### src/rtl/pbob_pkg.sv
// Shared constants, types and helpers for the progress bar overlay blend.
package pbob_pkg;

  // Frame geometry limits
  localparam int unsigned MAX_FRAME_DIM = 4096;
  localparam int unsigned DIM_W         = $clog2(MAX_FRAME_DIM) + 1;
  localparam int unsigned POS_W         = $clog2(MAX_FRAME_DIM);
  localparam int unsigned SIDE_DIV      = 20;

  // Side = (min >> 2) / 5, done as a multiply by 3277 / 2^14
  localparam int unsigned QUARTER_W   = DIM_W - 2;
  localparam int unsigned RECIP_W     = 12;
  localparam int unsigned RECIP_SHIFT = 14;
  localparam int unsigned RECIP_MUL   = ((1 << RECIP_SHIFT) + (SIDE_DIV / 4) - 1) / (SIDE_DIV / 4);
  localparam int unsigned SIDE_W      = 8;

  // Fixed point widths
  localparam int unsigned CHAN_W  = 8;
  localparam int unsigned TIME_W  = 17;
  localparam int unsigned ALPHA_W = 9;
  localparam int unsigned PROD_W  = 16;
  localparam int unsigned CFG_W   = 17;
  localparam int unsigned CFG_IDX_W = 3;

  localparam logic [TIME_W-1:0]  TIME_ONE  = TIME_W'(65536);
  localparam logic [ALPHA_W-1:0] ALPHA_ONE = ALPHA_W'(256);

  // Register indexes of the configuration port
  typedef enum logic [CFG_IDX_W-1:0] {
    CFG_FRAME_WIDTH  = 3'd0,
    CFG_FRAME_HEIGHT = 3'd1,
    CFG_TIME_LEVEL   = 3'd2,
    CFG_BAR_RED      = 3'd3,
    CFG_BAR_GREEN    = 3'd4,
    CFG_BAR_BLUE     = 3'd5,
    CFG_TRANSPARENCY = 3'd6
  } cfg_reg_t;

  // Derived bar geometry and blend weights, all registered
  typedef struct packed {
    logic [ALPHA_W-1:0] tr;        // pixel weight (256 - f)
    logic [PROD_W-1:0]  fc_red;    // f * bar colour
    logic [PROD_W-1:0]  fc_green;
    logic [PROD_W-1:0]  fc_blue;
    logic [DIM_W-1:0]   x0;        // first bar column
    logic [DIM_W-1:0]   x_end;     // one past the last bar column
    logic [DIM_W-1:0]   y0;        // bottom bar row
    logic [SIDE_W-1:0]  count;     // rows filled upward from y0
    logic               side_nz;
  } geom_t;

  // Stage load enables from the handshake control
  typedef struct packed {
    logic load_in;
    logic load_mid;
    logic load_out;
  } pipe_ctl_t;

  // Out-of-range dimensions: zero acts as one, large values saturate
  function automatic logic [DIM_W-1:0] clamp_dim(input logic [DIM_W-1:0] v);
    logic [DIM_W-1:0] r;
    if (v == '0) begin
      r = DIM_W'(1);
    end else if (v > DIM_W'(MAX_FRAME_DIM)) begin
      r = DIM_W'(MAX_FRAME_DIM);
    end else begin
      r = v;
    end
    return r;
  endfunction

endpackage

### src/rtl/pbob_config.sv
// Configuration registers and the two-stage derivation of bar geometry.
module pbob_config (
  input  logic                                clk,
  input  logic                                rst,
  input  logic                                cfg_write,
  input  logic [pbob_pkg::CFG_IDX_W-1:0]      cfg_index,
  input  logic [pbob_pkg::CFG_W-1:0]          cfg_data,
  output logic [pbob_pkg::DIM_W-1:0]          width_dim,
  output logic [pbob_pkg::DIM_W-1:0]          height_dim,
  output pbob_pkg::geom_t                     geom
);

  logic [pbob_pkg::DIM_W-1:0]   frame_width;
  logic [pbob_pkg::DIM_W-1:0]   frame_height;
  logic [pbob_pkg::TIME_W-1:0]  time_level;
  logic [pbob_pkg::CHAN_W-1:0]  bar_red;
  logic [pbob_pkg::CHAN_W-1:0]  bar_green;
  logic [pbob_pkg::CHAN_W-1:0]  bar_blue;
  logic [pbob_pkg::ALPHA_W-1:0] transparency;

  // Register writes
  always_ff @(posedge clk) begin
    if (rst) begin
      frame_width  <= pbob_pkg::DIM_W'(640);
      frame_height <= pbob_pkg::DIM_W'(480);
      time_level   <= '0;
      bar_red      <= '0;
      bar_green    <= '0;
      bar_blue     <= '0;
      transparency <= '0;
    end else if (cfg_write) begin
      case (pbob_pkg::cfg_reg_t'(cfg_index))
        pbob_pkg::CFG_FRAME_WIDTH:  frame_width  <= cfg_data[pbob_pkg::DIM_W-1:0];
        pbob_pkg::CFG_FRAME_HEIGHT: frame_height <= cfg_data[pbob_pkg::DIM_W-1:0];
        pbob_pkg::CFG_TIME_LEVEL:   time_level   <= cfg_data[pbob_pkg::TIME_W-1:0];
        pbob_pkg::CFG_BAR_RED:      bar_red      <= cfg_data[pbob_pkg::CHAN_W-1:0];
        pbob_pkg::CFG_BAR_GREEN:    bar_green    <= cfg_data[pbob_pkg::CHAN_W-1:0];
        pbob_pkg::CFG_BAR_BLUE:     bar_blue     <= cfg_data[pbob_pkg::CHAN_W-1:0];
        pbob_pkg::CFG_TRANSPARENCY: transparency <= cfg_data[pbob_pkg::ALPHA_W-1:0];
        default: ;
      endcase
    end
  end

  // Clamped dimensions feed the raster counters directly
  assign width_dim  = pbob_pkg::clamp_dim(frame_width);
  assign height_dim = pbob_pkg::clamp_dim(frame_height);

  // First derivation stage: side, weights, remaining time
  logic [pbob_pkg::DIM_W-1:0]     min_dim;
  logic [pbob_pkg::QUARTER_W-1:0] quarter;
  logic [pbob_pkg::QUARTER_W+pbob_pkg::RECIP_W-1:0] side_prod;
  logic [pbob_pkg::ALPHA_W-1:0]   tr_sat;
  logic [pbob_pkg::ALPHA_W-1:0]   f_weight;
  logic [pbob_pkg::TIME_W-1:0]    t_sat;
  logic [pbob_pkg::PROD_W:0]      fcr_full;
  logic [pbob_pkg::PROD_W:0]      fcg_full;
  logic [pbob_pkg::PROD_W:0]      fcb_full;

  assign min_dim   = (width_dim < height_dim) ? width_dim : height_dim;
  assign quarter   = min_dim[pbob_pkg::DIM_W-1:2];
  assign side_prod = (pbob_pkg::QUARTER_W+pbob_pkg::RECIP_W)'(quarter)
                   * (pbob_pkg::QUARTER_W+pbob_pkg::RECIP_W)'(pbob_pkg::RECIP_MUL);
  assign tr_sat    = (transparency > pbob_pkg::ALPHA_ONE) ? pbob_pkg::ALPHA_ONE : transparency;
  assign f_weight  = pbob_pkg::ALPHA_ONE - tr_sat;
  assign t_sat     = (time_level > pbob_pkg::TIME_ONE) ? pbob_pkg::TIME_ONE : time_level;
  assign fcr_full  = (pbob_pkg::PROD_W+1)'(f_weight) * (pbob_pkg::PROD_W+1)'(bar_red);
  assign fcg_full  = (pbob_pkg::PROD_W+1)'(f_weight) * (pbob_pkg::PROD_W+1)'(bar_green);
  assign fcb_full  = (pbob_pkg::PROD_W+1)'(f_weight) * (pbob_pkg::PROD_W+1)'(bar_blue);

  logic [pbob_pkg::DIM_W-1:0]  w1;
  logic [pbob_pkg::DIM_W-1:0]  h1;
  logic [pbob_pkg::SIDE_W-1:0] side1;
  logic [pbob_pkg::TIME_W-1:0] rem1;

  always_ff @(posedge clk) begin
    w1            <= width_dim;
    h1            <= height_dim;
    side1         <= side_prod[pbob_pkg::RECIP_SHIFT+pbob_pkg::SIDE_W-1:pbob_pkg::RECIP_SHIFT];
    rem1          <= pbob_pkg::TIME_ONE - t_sat;
    geom.tr       <= tr_sat;
    geom.fc_red   <= fcr_full[pbob_pkg::PROD_W-1:0];
    geom.fc_green <= fcg_full[pbob_pkg::PROD_W-1:0];
    geom.fc_blue  <= fcb_full[pbob_pkg::PROD_W-1:0];
  end

  // Second derivation stage: bar edges and filled row count (rounded up)
  localparam int unsigned CNT_W = pbob_pkg::TIME_W + pbob_pkg::SIDE_W;
  logic [CNT_W-1:0] count_prod;
  logic [CNT_W:0]   count_sum;

  assign count_prod = CNT_W'(rem1) * CNT_W'(side1);
  assign count_sum  = (CNT_W+1)'(count_prod) + (CNT_W+1)'(16'hFFFF);

  always_ff @(posedge clk) begin
    geom.x0      <= w1 - {side1, 1'b0};
    geom.x_end   <= w1 - pbob_pkg::DIM_W'(side1);
    geom.y0      <= h1 - pbob_pkg::DIM_W'(side1);
    geom.count   <= count_sum[pbob_pkg::TIME_W-1+pbob_pkg::SIDE_W-1:pbob_pkg::TIME_W-1];
    geom.side_nz <= (side1 != '0);
  end

endmodule

### src/rtl/pbob_raster.sv
// Raster position counters: column and row of each accepted pixel.
module pbob_raster (
  input  logic                          clk,
  input  logic                          rst,
  input  logic                          accept,
  input  logic                          frame_start,
  input  logic [pbob_pkg::DIM_W-1:0]    width_dim,
  input  logic [pbob_pkg::DIM_W-1:0]    height_dim,
  output logic [pbob_pkg::POS_W-1:0]    pos_col,
  output logic [pbob_pkg::POS_W-1:0]    pos_row
);

  logic [pbob_pkg::POS_W-1:0] column_count;
  logic [pbob_pkg::POS_W-1:0] row_count;
  logic [pbob_pkg::POS_W-1:0] column_count_next;
  logic [pbob_pkg::POS_W-1:0] row_count_next;
  logic [pbob_pkg::DIM_W-1:0] col_inc;
  logic [pbob_pkg::DIM_W-1:0] row_inc;

  // Frame start forces the current word to the origin
  assign pos_col = frame_start ? '0 : column_count;
  assign pos_row = frame_start ? '0 : row_count;

  assign col_inc = pbob_pkg::DIM_W'(pos_col) + pbob_pkg::DIM_W'(1);
  assign row_inc = pbob_pkg::DIM_W'(pos_row) + pbob_pkg::DIM_W'(1);

  // Advance with wrap at end of line and end of frame
  always_comb begin
    if (col_inc >= width_dim) begin
      column_count_next = '0;
      row_count_next    = (row_inc >= height_dim) ? '0 : row_inc[pbob_pkg::POS_W-1:0];
    end else begin
      column_count_next = col_inc[pbob_pkg::POS_W-1:0];
      row_count_next    = pos_row;
    end
  end

  always_ff @(posedge clk) begin
    if (rst) begin
      column_count <= '0;
      row_count    <= '0;
    end else if (accept) begin
      column_count <= column_count_next;
      row_count    <= row_count_next;
    end
  end

endmodule

### src/rtl/pbob_blend.sv
// Three-stage datapath: input register, weighted pixel products, blended output.
module pbob_blend (
  input  logic                          clk,
  input  pbob_pkg::pipe_ctl_t           ctl,
  input  pbob_pkg::geom_t               geom,
  input  logic [pbob_pkg::CHAN_W-1:0]   pixel_red,
  input  logic [pbob_pkg::CHAN_W-1:0]   pixel_green,
  input  logic [pbob_pkg::CHAN_W-1:0]   pixel_blue,
  input  logic [pbob_pkg::CHAN_W-1:0]   pixel_alpha,
  input  logic [pbob_pkg::POS_W-1:0]    pos_col,
  input  logic [pbob_pkg::POS_W-1:0]    pos_row,
  output logic [pbob_pkg::CHAN_W-1:0]   out_red,
  output logic [pbob_pkg::CHAN_W-1:0]   out_green,
  output logic [pbob_pkg::CHAN_W-1:0]   out_blue,
  output logic [pbob_pkg::CHAN_W-1:0]   out_alpha
);

  // Input register
  logic [pbob_pkg::CHAN_W-1:0] r1, g1, b1, a1;
  logic [pbob_pkg::POS_W-1:0]  col1, row1;

  always_ff @(posedge clk) begin
    if (ctl.load_in) begin
      r1   <= pixel_red;
      g1   <= pixel_green;
      b1   <= pixel_blue;
      a1   <= pixel_alpha;
      col1 <= pos_col;
      row1 <= pos_row;
    end
  end

  // Pixel weight products
  logic [pbob_pkg::PROD_W:0] pr_full, pg_full, pb_full;

  assign pr_full = (pbob_pkg::PROD_W+1)'(geom.tr) * (pbob_pkg::PROD_W+1)'(r1);
  assign pg_full = (pbob_pkg::PROD_W+1)'(geom.tr) * (pbob_pkg::PROD_W+1)'(g1);
  assign pb_full = (pbob_pkg::PROD_W+1)'(geom.tr) * (pbob_pkg::PROD_W+1)'(b1);

  logic [pbob_pkg::CHAN_W-1:0] r2, g2, b2, a2;
  logic [pbob_pkg::PROD_W-1:0] pr2, pg2, pb2;
  logic [pbob_pkg::POS_W-1:0]  col2, row2;

  always_ff @(posedge clk) begin
    if (ctl.load_mid) begin
      r2   <= r1;
      g2   <= g1;
      b2   <= b1;
      a2   <= a1;
      pr2  <= pr_full[pbob_pkg::PROD_W-1:0];
      pg2  <= pg_full[pbob_pkg::PROD_W-1:0];
      pb2  <= pb_full[pbob_pkg::PROD_W-1:0];
      col2 <= col1;
      row2 <= row1;
    end
  end

  // Bar hit test and final blend
  logic [pbob_pkg::DIM_W-1:0] col_ext;
  logic [pbob_pkg::DIM_W-1:0] row_ext;
  logic [pbob_pkg::DIM_W-1:0] row_top;
  logic                       hit;
  logic [pbob_pkg::PROD_W:0]  sum_r, sum_g, sum_b;

  assign col_ext = pbob_pkg::DIM_W'(col2);
  assign row_ext = pbob_pkg::DIM_W'(row2);
  assign row_top = row_ext + pbob_pkg::DIM_W'(geom.count);
  assign hit     = geom.side_nz
                && (col_ext >= geom.x0) && (col_ext < geom.x_end)
                && (row_ext <= geom.y0) && (row_top > geom.y0);

  assign sum_r = (pbob_pkg::PROD_W+1)'(geom.fc_red)   + (pbob_pkg::PROD_W+1)'(pr2);
  assign sum_g = (pbob_pkg::PROD_W+1)'(geom.fc_green) + (pbob_pkg::PROD_W+1)'(pg2);
  assign sum_b = (pbob_pkg::PROD_W+1)'(geom.fc_blue)  + (pbob_pkg::PROD_W+1)'(pb2);

  always_ff @(posedge clk) begin
    if (ctl.load_out) begin
      out_red   <= hit ? sum_r[pbob_pkg::PROD_W-1:pbob_pkg::CHAN_W] : r2;
      out_green <= hit ? sum_g[pbob_pkg::PROD_W-1:pbob_pkg::CHAN_W] : g2;
      out_blue  <= hit ? sum_b[pbob_pkg::PROD_W-1:pbob_pkg::CHAN_W] : b2;
      out_alpha <= a2;
    end
  end

endmodule

### src/rtl/progress_bar_overlay_blend.sv
// Top level: progress bar overlay blend with valid/stall channels.
//
//   Channel  Direction  Handshake             Payload
//   input    in         in_valid / in_stall   pixel_red/green/blue/alpha, frame_start
//   output   out        out_valid / out_stall out_red/green/blue/alpha
//   config   in         cfg_write             cfg_index, cfg_data
//
// One word per clock sustained while out_stall is low; an accepted word passes the input register,
// the product register and the output register before it is shown with out_valid.
// Register writes reach the blend path through a two-stage geometry pipeline that
// stays ahead of any word accepted after the write.
// Reset is synchronous; in_stall is held high while rst is asserted.
// A stalled output keeps its word; up to two more words are taken before in_stall rises.
module progress_bar_overlay_blend (
  input  logic                              clk,
  input  logic                              rst,
  input  logic                              in_valid,
  output logic                              in_stall,
  input  logic [pbob_pkg::CHAN_W-1:0]       pixel_red,
  input  logic [pbob_pkg::CHAN_W-1:0]       pixel_green,
  input  logic [pbob_pkg::CHAN_W-1:0]       pixel_blue,
  input  logic [pbob_pkg::CHAN_W-1:0]       pixel_alpha,
  input  logic                              frame_start,
  output logic                              out_valid,
  input  logic                              out_stall,
  output logic [pbob_pkg::CHAN_W-1:0]       out_red,
  output logic [pbob_pkg::CHAN_W-1:0]       out_green,
  output logic [pbob_pkg::CHAN_W-1:0]       out_blue,
  output logic [pbob_pkg::CHAN_W-1:0]       out_alpha,
  input  logic                              cfg_write,
  input  logic [pbob_pkg::CFG_IDX_W-1:0]    cfg_index,
  input  logic [pbob_pkg::CFG_W-1:0]        cfg_data
);

  logic [pbob_pkg::DIM_W-1:0] width_dim;
  logic [pbob_pkg::DIM_W-1:0] height_dim;
  pbob_pkg::geom_t            geom;
  logic [pbob_pkg::POS_W-1:0] pos_col;
  logic [pbob_pkg::POS_W-1:0] pos_row;
  pbob_pkg::pipe_ctl_t        ctl;

  // Stage occupancy
  logic vld_in;
  logic vld_mid;
  logic rdy_in, rdy_mid, rdy_out;
  logic in_accept;

  assign rdy_out   = !out_valid || !out_stall;
  assign rdy_mid   = !vld_mid || rdy_out;
  assign rdy_in    = !vld_in || rdy_mid;
  assign in_stall  = rst || !rdy_in;
  assign in_accept = in_valid && !in_stall;

  assign ctl.load_in  = in_accept;
  assign ctl.load_mid = rdy_mid && vld_in;
  assign ctl.load_out = rdy_out && vld_mid;

  always_ff @(posedge clk) begin
    if (rst) begin
      vld_in    <= 1'b0;
      vld_mid   <= 1'b0;
      out_valid <= 1'b0;
    end else begin
      if (rdy_in) begin
        vld_in <= in_valid;
      end
      if (rdy_mid) begin
        vld_mid <= vld_in;
      end
      if (rdy_out) begin
        out_valid <= vld_mid;
      end
    end
  end

  pbob_config u_config (
    .clk        (clk),
    .rst        (rst),
    .cfg_write  (cfg_write),
    .cfg_index  (cfg_index),
    .cfg_data   (cfg_data),
    .width_dim  (width_dim),
    .height_dim (height_dim),
    .geom       (geom)
  );

  pbob_raster u_raster (
    .clk         (clk),
    .rst         (rst),
    .accept      (in_accept),
    .frame_start (frame_start),
    .width_dim   (width_dim),
    .height_dim  (height_dim),
    .pos_col     (pos_col),
    .pos_row     (pos_row)
  );

  pbob_blend u_blend (
    .clk         (clk),
    .ctl         (ctl),
    .geom        (geom),
    .pixel_red   (pixel_red),
    .pixel_green (pixel_green),
    .pixel_blue  (pixel_blue),
    .pixel_alpha (pixel_alpha),
    .pos_col     (pos_col),
    .pos_row     (pos_row),
    .out_red     (out_red),
    .out_green   (out_green),
    .out_blue    (out_blue),
    .out_alpha   (out_alpha)
  );

  // Input only stalls when every stage is full and the output is held
  a_stall_full: assert property (@(posedge clk) disable iff (rst)
    in_stall |-> (vld_in && vld_mid && out_valid && out_stall))
    else $error("input stalled with a free stage");

  // An accepted word lands in the input stage
  a_accept_fills: assert property (@(posedge clk) disable iff (rst)
    in_accept |=> vld_in)
    else $error("accepted word lost from input stage");

  // A middle word with room ahead reaches the output next cycle
  a_mid_advances: assert property (@(posedge clk) disable iff (rst)
    (vld_mid && rdy_out) |=> out_valid)
    else $error("middle stage word did not advance");

endmodule

### config.mk
export PLATFORM = sky130hd
export DESIGN_NAME = progress_bar_overlay_blend
export DESIGN_NICKNAME = d
export VERILOG_FILES = /design/src/rtl/pbob_pkg.sv /design/src/rtl/pbob_config.sv /design/src/rtl/pbob_raster.sv /design/src/rtl/pbob_blend.sv /design/src/rtl/progress_bar_overlay_blend.sv
export SDC_FILE = /design/constraint.sdc
export NUM_CORES = 2
export LEC_CHECK = 0
export BUFFER_PORTS_ARGS = -buffer_cell sky130_fd_sc_hd__buf_2
export CORE_MARGIN = 4
export CORE_UTILIZATION = 65
export CTS_CLUSTER_SIZE = 28
export DETAILED_ROUTE_END_ITERATION = 16
export PLACE_DENSITY = 0.82
export SLEW_MARGIN = 20
export SYNTH_ARGS = -nofsm -noshare
export SYNTH_HDL_FRONTEND = slang
export SYNTH_HIERARCHICAL = 1
export SYNTH_SLANG_ARGS = --single-unit
### constraint.sdc
create_clock -name clk -period 13.7 [get_ports clk]
set_input_delay 2.74 -clock clk [delete_from_list [all_inputs] [get_ports clk]]
set_output_delay 2.74 -clock clk [all_outputs]
set_load 0.03 [all_outputs]
Word-level counts from Yosys, hierarchy flattened
Cells that the tools add are included.
{ "word_totals": {"reg_bits": 451, "input_bits": 58, "output_inout_bits": 34, "word_cells": 124} }
{ "classes": {"addsub": 12, "n_mul": 8, "magnitude_cmp": 11, "eq_ne": 6, "mux": 15, "reduce_logical": 28} }
{ "op_table": {"columns": ["op", "n"], "rows": [
  ["multiplier 9 x 8 -> 16 bit", 6],
  ["2-to-1 mux 13 bit", 5],
  ["2-to-1 mux 12 bit", 5],
  ["adder 16 bit", 3],
  ["adder 12 x 1 -> 13 bit (second input constant)", 2],
  [">= comparator 13 bit", 2],
  ["greater-than comparator 13 bit (second input constant)", 2],
  ["zero test 13 bit", 2],
  ["subtractor 13 x 8 -> 13 bit", 2],
  ["adder 24 x 16 -> 24 bit (second input constant)", 1],
  ["multiplier 17 x 8 -> 24 bit", 1],
  ["2-to-1 mux 8 bit", 3],
  ["multiplier 11 x 12 -> 22 bit (second input constant)", 1],
  ["greater-than comparator 17 bit (second input constant)", 1],
  ["2-to-1 mux 17 bit", 1],
  ["subtractor 17 bit (first input constant)", 1],
  ["AND reduction 2 bit", 7],
  ["adder 12 x 8 -> 13 bit", 1],
  [">= comparator 12 x 13 -> 1 bit", 1],
  ["greater-than comparator 13 bit", 1],
  ["less-or-equal comparator 12 x 13 -> 1 bit", 1],
  ["< comparator 12 x 13 -> 1 bit", 1],
  ["< comparator 13 bit", 1],
  ["subtractor 13 x 9 -> 13 bit", 1],
  ["11 further kinds", 28]
]} }

Longest topological paths before layout
{ "logic_depth": {"ltp_word": 8, "depth_mapped": 33, "ltp_nobuf": 31} }

Hierarchy
Netlist, hierarchy kept.
{ "by_module_without_submodules": {"columns": ["module", "n_inst", "cells_per_inst", "area_each_um2", "seq_area_each_um2"], "rows": [
  ["pbob_config", 1, 2284, 20513.4, 4644.5],
  ["pbob_blend", 1, 1407, 15912.8, 5765.5],
  ["pbob_raster", 1, 262, 2060.7, 480.5],
  ["progress_bar_overlay_blend", 1, 15, 135.1, 60.1]
]} }

Worst setup path before layout
Ideal clock, no wire load.
{ "synth_timing": {"path_kind": "input port to flip-flop", "from": "input out_stall", "to": "register u_raster/row_count[1] in the netlist's numbering", "setup_ns": 0.060, "arrival_time_ns": 8.454, "path_slack_ns": 5.186, "path_stages": 8, "path_cell_list": "nand4_2 nor3b_1 nand2b_1 a211oi_1 o21ai_0 a211oi_2 buf_4 a22o_1"} }
{ "synth_lines": {"columns": ["item", "line", "rtl"], "rows": [
  ["start, declared", "progress_bar_overlay_blend.sv:25", "input logic out_stall,"],
  ["end signal, assigned", "pbob_raster.sv:44", "row_count <= row_count_next;"],
  ["end, declared", "pbob_raster.sv:14", "logic [pbob_pkg::POS_W-1:0] row_count;"]
]} }

Worst setup path after layout
{ "layout_timing": {"from": "register u_config/frame_width[12] in the netlist's numbering", "to": "register u_config/side1[7] in the netlist's numbering"} }
{ "layout_between": {"elab_chain_len": 6, "word_cells_on_any_way": 7, "cone_classes": "1 x mul; 2 x order compare; 3 x mux; 1 x reduce/logical"} }
{ "layout_rtl": {"columns": ["item", "line", "rtl"], "rows": [
  ["start, declared", "pbob_config.sv:13", "logic [pbob_pkg::DIM_W-1:0] frame_width;"],
  ["start signal, assigned", "pbob_config.sv:24", "frame_width <= pbob_pkg::DIM_W'(640);"],
  ["start signal, assigned", "pbob_config.sv:33", "pbob_pkg::CFG_FRAME_WIDTH: frame_width <= cfg_data[pbob_pkg::DIM_W-1:0];"],
  ["greater-than comparator 13 bit", "pbob_pkg.sv:64", "end else if (v > DIM_W'(MAX_FRAME_DIM)) begin"],
  ["2-to-1 mux 13 bit", "pbob_pkg.sv:64", null],
  ["2-to-1 mux 13 bit (*)", "pbob_pkg.sv:62", "if (v == '0) begin"],
  ["named net width_dim (one bit)", "progress_bar_overlay_blend.sv:35", "logic [pbob_pkg::DIM_W-1:0] width_dim;"],
  ["< comparator 13 bit", "pbob_config.sv:60", "assign min_dim = (width_dim < height_dim) ? width_dim : height_dim;"],
  ["2-to-1 mux 13 bit (*)", "pbob_config.sv:60", null],
  ["multiplier 11 x 12 -> 22 bit (*)", "pbob_config.sv:63", "* (pbob_pkg::QUARTER_W+pbob_pkg::RECIP_W)'(pbob_pkg::RECIP_MUL);"],
  ["named net u_config.side_prod (one bit)", "pbob_config.sv:52", "logic [pbob_pkg::QUARTER_W+pbob_pkg::RECIP_W-1:0] side_prod;"],
  ["end signal, assigned", "pbob_config.sv:79", "side1 <= side_prod[pbob_pkg::RECIP_SHIFT+pbob_pkg::SIDE_W-1:pbob_pkg::RECIP_SHIFT];"],
  ["end, declared", "pbob_config.sv:73", "logic [pbob_pkg::SIDE_W-1:0] side1;"]
]} }
Mark *: on every way through the listed nets, which the timed path passes. The rest lies on a longest branch.
A chain may end at the register's enable or synchronous reset.

==> impl_metrics.json <==
{
  "outcome": "complete, no violations",
  "grt.total_usage": 0.2725,
  "clock_power_share": 0.274,
  "nNetsFinal": 4937,
  "drt_drc_violations_left": 0,
  "endpoint_kind": "flip-flop",
  "place_congestion": 0.8833,
  "dieArea_um2": 63380,
  "switching_share": 0.3711,
  "report.final.slew_viol_count": 0,
  "core_area_um2": 58910,
  "areaGrowthSynthToFinish_pct": 7.568,
  "drv_cap": 0,
  "synth_edf_count": 192,
  "synth.avg_cell_area_um2": 9.733,
  "post_cts_resized": 0,
  "htree_levels": 2,
  "ir_drop_mv": 0.2334,
  "fin_crit_ps": 7912,
  "vias": 27300,
  "combPwrFrac": 0.409,
  "cts_sinks": 451,
  "final_hold_viol_count": 0,
  "synth_top_area_frac": 0.1939,
  "initial_core_util": 0.6556,
  "critPathArrivalTime_ps": 8430,
  "floorplan.die.width_um": 251.8,
  "min_path_type": "flip-flop to flip-flop",
  "n_fill_cell": 4333,
  "tns_ps": 0,
  "drt-total-wl_mm": 84.54,
  "worst_pin_slew_ps": 1149,
  "port_buffers": 91,
  "rows": 89,
  "routedWlPerCell_um": 17.48,
  "grt_max_degree": 95,
  "cts_tree": "done",
  "min_period_over_period": 0.5775,
  "synthTopCellsByArea": "fa_1 19%, ha_1 16%, edfxtp_1 15%",
  "synth_fp_nets": 4883,
  "clock_skew_ps": 23.48,
  "fp.dieH_um": 251.8,
  "crit_fanout": 18,
  "relSlewSlack": 0.2332,
  "p_total_mw": 5.194,
  "via_per_inst": 5.644,
  "power_density_nw_per_um2": 125.0,
  "post_cts_buffers": 0,
  "cts_root_buffer": "clkbuf_16",
  "ys_ff_latch": 451,
  "async_flop_share": 0,
  "dp.final_hpwl_mm": 63.96,
  "setup_violations": 0,
  "slowest_stage": "dfxtp_1",
  "grt-ovfl-total": 0,
  "start_kind": "flip-flop",
  "cts_hold_buffers": 0,
  "p_int_mw": 3.267,
  "p_seq_frac": 0.316,
  "grt_pass1_wl_mm": 140.9,
  "required_ps": 14220,
  "synth_cells": 3968,
  "synth-main-ff-cell": "dfxtp_1",
  "rsz0062_at_grt": "false",
  "clock_latency_ps": 610,
  "grt_pass1_vias": 28860,
  "antenna_found_initial": 1,
  "io_pins": 92,
  "drt_first_pass_iters": 5,
  "drtIter0Drc": 1755,
  "mostFrequentLayoutCells": "623 x inv_1, 483 x ha_1, 482 x nand2_1, 374 x fa_1, 351 x and2_1",
  "final_common_cell": "inv_1",
  "yosysWarnings": 6,
  "clk_transition_reported_paths_ps": 60,
  "yosysUniqueCellTypes": 91,
  "power.switching_mw": 1.927,
  "worstSetupPathType": "flip-flop to flip-flop",
  "utilization": 0.7053,
  "cts_buffers": 50,
  "critPathMaxStageDelay_ps": 830,
  "clock.fmax_ghz": 0.1264,
  "cts_buffer_depth": 3,
  "power_leakage_nw": 20.10,
  "synth-seq-area-share": 0.2835,
  "yosysTopAreaCell": "fa_1",
  "syn_area_um2": 38620,
  "drive_above_1_share": 0.06645,
  "drtAntennaViolNets": 0
}
metrics by stage:
step / cell area (um2) / instances / hold WS, ps / worst slack [ps]
after floorplan: 38620 / 3968 / 330.8 / 5186
after global placement: 39780 / 4743 / 353.2 / 6084
after detailed placement: 39780 / 4743 / 356.1 / 5893
after CTS: 41540 / 4836 / 363.3 / 5855
after global routing: 41540 / 4836 / 374.6 / 5284
final: 41540 / 4837 / 361.2 / 5788
worst max-delay path: cells and delay by family, from the launching register on:
kind / cells / cell delay (ps)
buffers and inverters: 4 / 260
AOI/OAI and AO/OA: 8 / 1270
muxes: 1 / 590
and+or+nand+nor: 7 / 1860
adders and majority gates: 7 / 2780
xor gates and xnor gates: 1 / 220
DFF: 1 / 830
synthesized netlist by cell type (all sizes together) (10+ instances only):
cell type    n
inv        623
ha         483
nand2      482
fa         374
and2       352
dfxtp      259
edfxtp     192
a21oi      168
xnor2      134
nor2       126
clkbuf      92
o21ai       83
nor2b       69
xor2        57
nand3       55
nor3        43
a21o        40
mux2        30
nand2b      28
a21boi      22
nand4       22
buf         19
nor4        18
a31oi       16
nand3b      14
o21a        13
and3        12
a211oi      10
or2         10
cell families (layout without fill, tap and decap cells):
family / after synthesis / count (layout) / share of synthesized area
xor+xnor: 191 / 191 / 0.04331
other cells: 0 / 1 / 0
compound gates: 429 / 429 / 0.07036
flops: 451 / 451 / 0.2835
fa+ha+maj: 857 / 857 / 0.3503
buf+inv: 734 / 829 / 0.07241
simple gates: 1267 / 1267 / 0.1670
mux: 39 / 39 / 0.01302
power groups by stage:
stage | Clock [mW] | Sequential (mW) | Combinational [mW]
final | 1.42 | 1.64 | 2.13
after CTS | 1.45 | 1.64 | 2.14
after detailed placement | 0 | 1.67 | 2.11
after floorplan | 0 | 1.60 | 1.62
after global placement | 0 | 1.67 | 2.02
after global routing | 1.50 | 1.66 | 2.46
registers in the layout (all words and copies together), names as in the netlist, 13 cells and up:
| signal | flops |
|---|---|
| u_config/geom | 105 |
| u_config/rem1 | 17 |
| u_config/time_level | 17 |
| u_blend/pb2 | 16 |
| u_blend/pg2 | 16 |
| u_blend/pr2 | 16 |
| u_config/frame_height | 13 |
| u_config/frame_width | 13 |
| u_config/h1 | 13 |
| u_config/w1 | 13 |
layout make-up:
type                            count  area [um2]  area share
Inverter                          623        2338     0.05629
Sequential cell                   451       10950      0.2636
Clock inverter                     30       336.6    0.008101
Multi-Input combinational cell   2783       24900      0.5994
Tap cell                          773       967.2     0.02328
Antenna cell                        1       2.502  0.00006023
Clock buffer                       63        1423     0.03424
Timing Repair Buffer              113       623.1     0.01500
final timing paths:
path | slack (ps) | cells past startpoint | start | to
hold / removal | 360 | 0 | u_config/w1[0] | u_config/geom[35]
setup reg to reg | 5790 | 28 | u_config/frame_width[12] | u_config/side1[7]
setup / recovery | 5790 | 28 | u_config/frame_width[12] | u_config/side1[7]
hold reg to reg | 360 | 0 | u_config/w1[0] | u_config/geom[35]
routing by layer:
layer  share of wire  global-route usage  up-vias  wire [um]
met5        0.000095                   0        -          8
met1            0.43              0.3601    13370      36060
li1                -                   -    12950          -
met4           0.026             0.08306        2       2236
met2            0.48              0.4624      828      40270
met3           0.071             0.04927      159       5968
No activity file was read; power rests on OpenSTA's default activity.
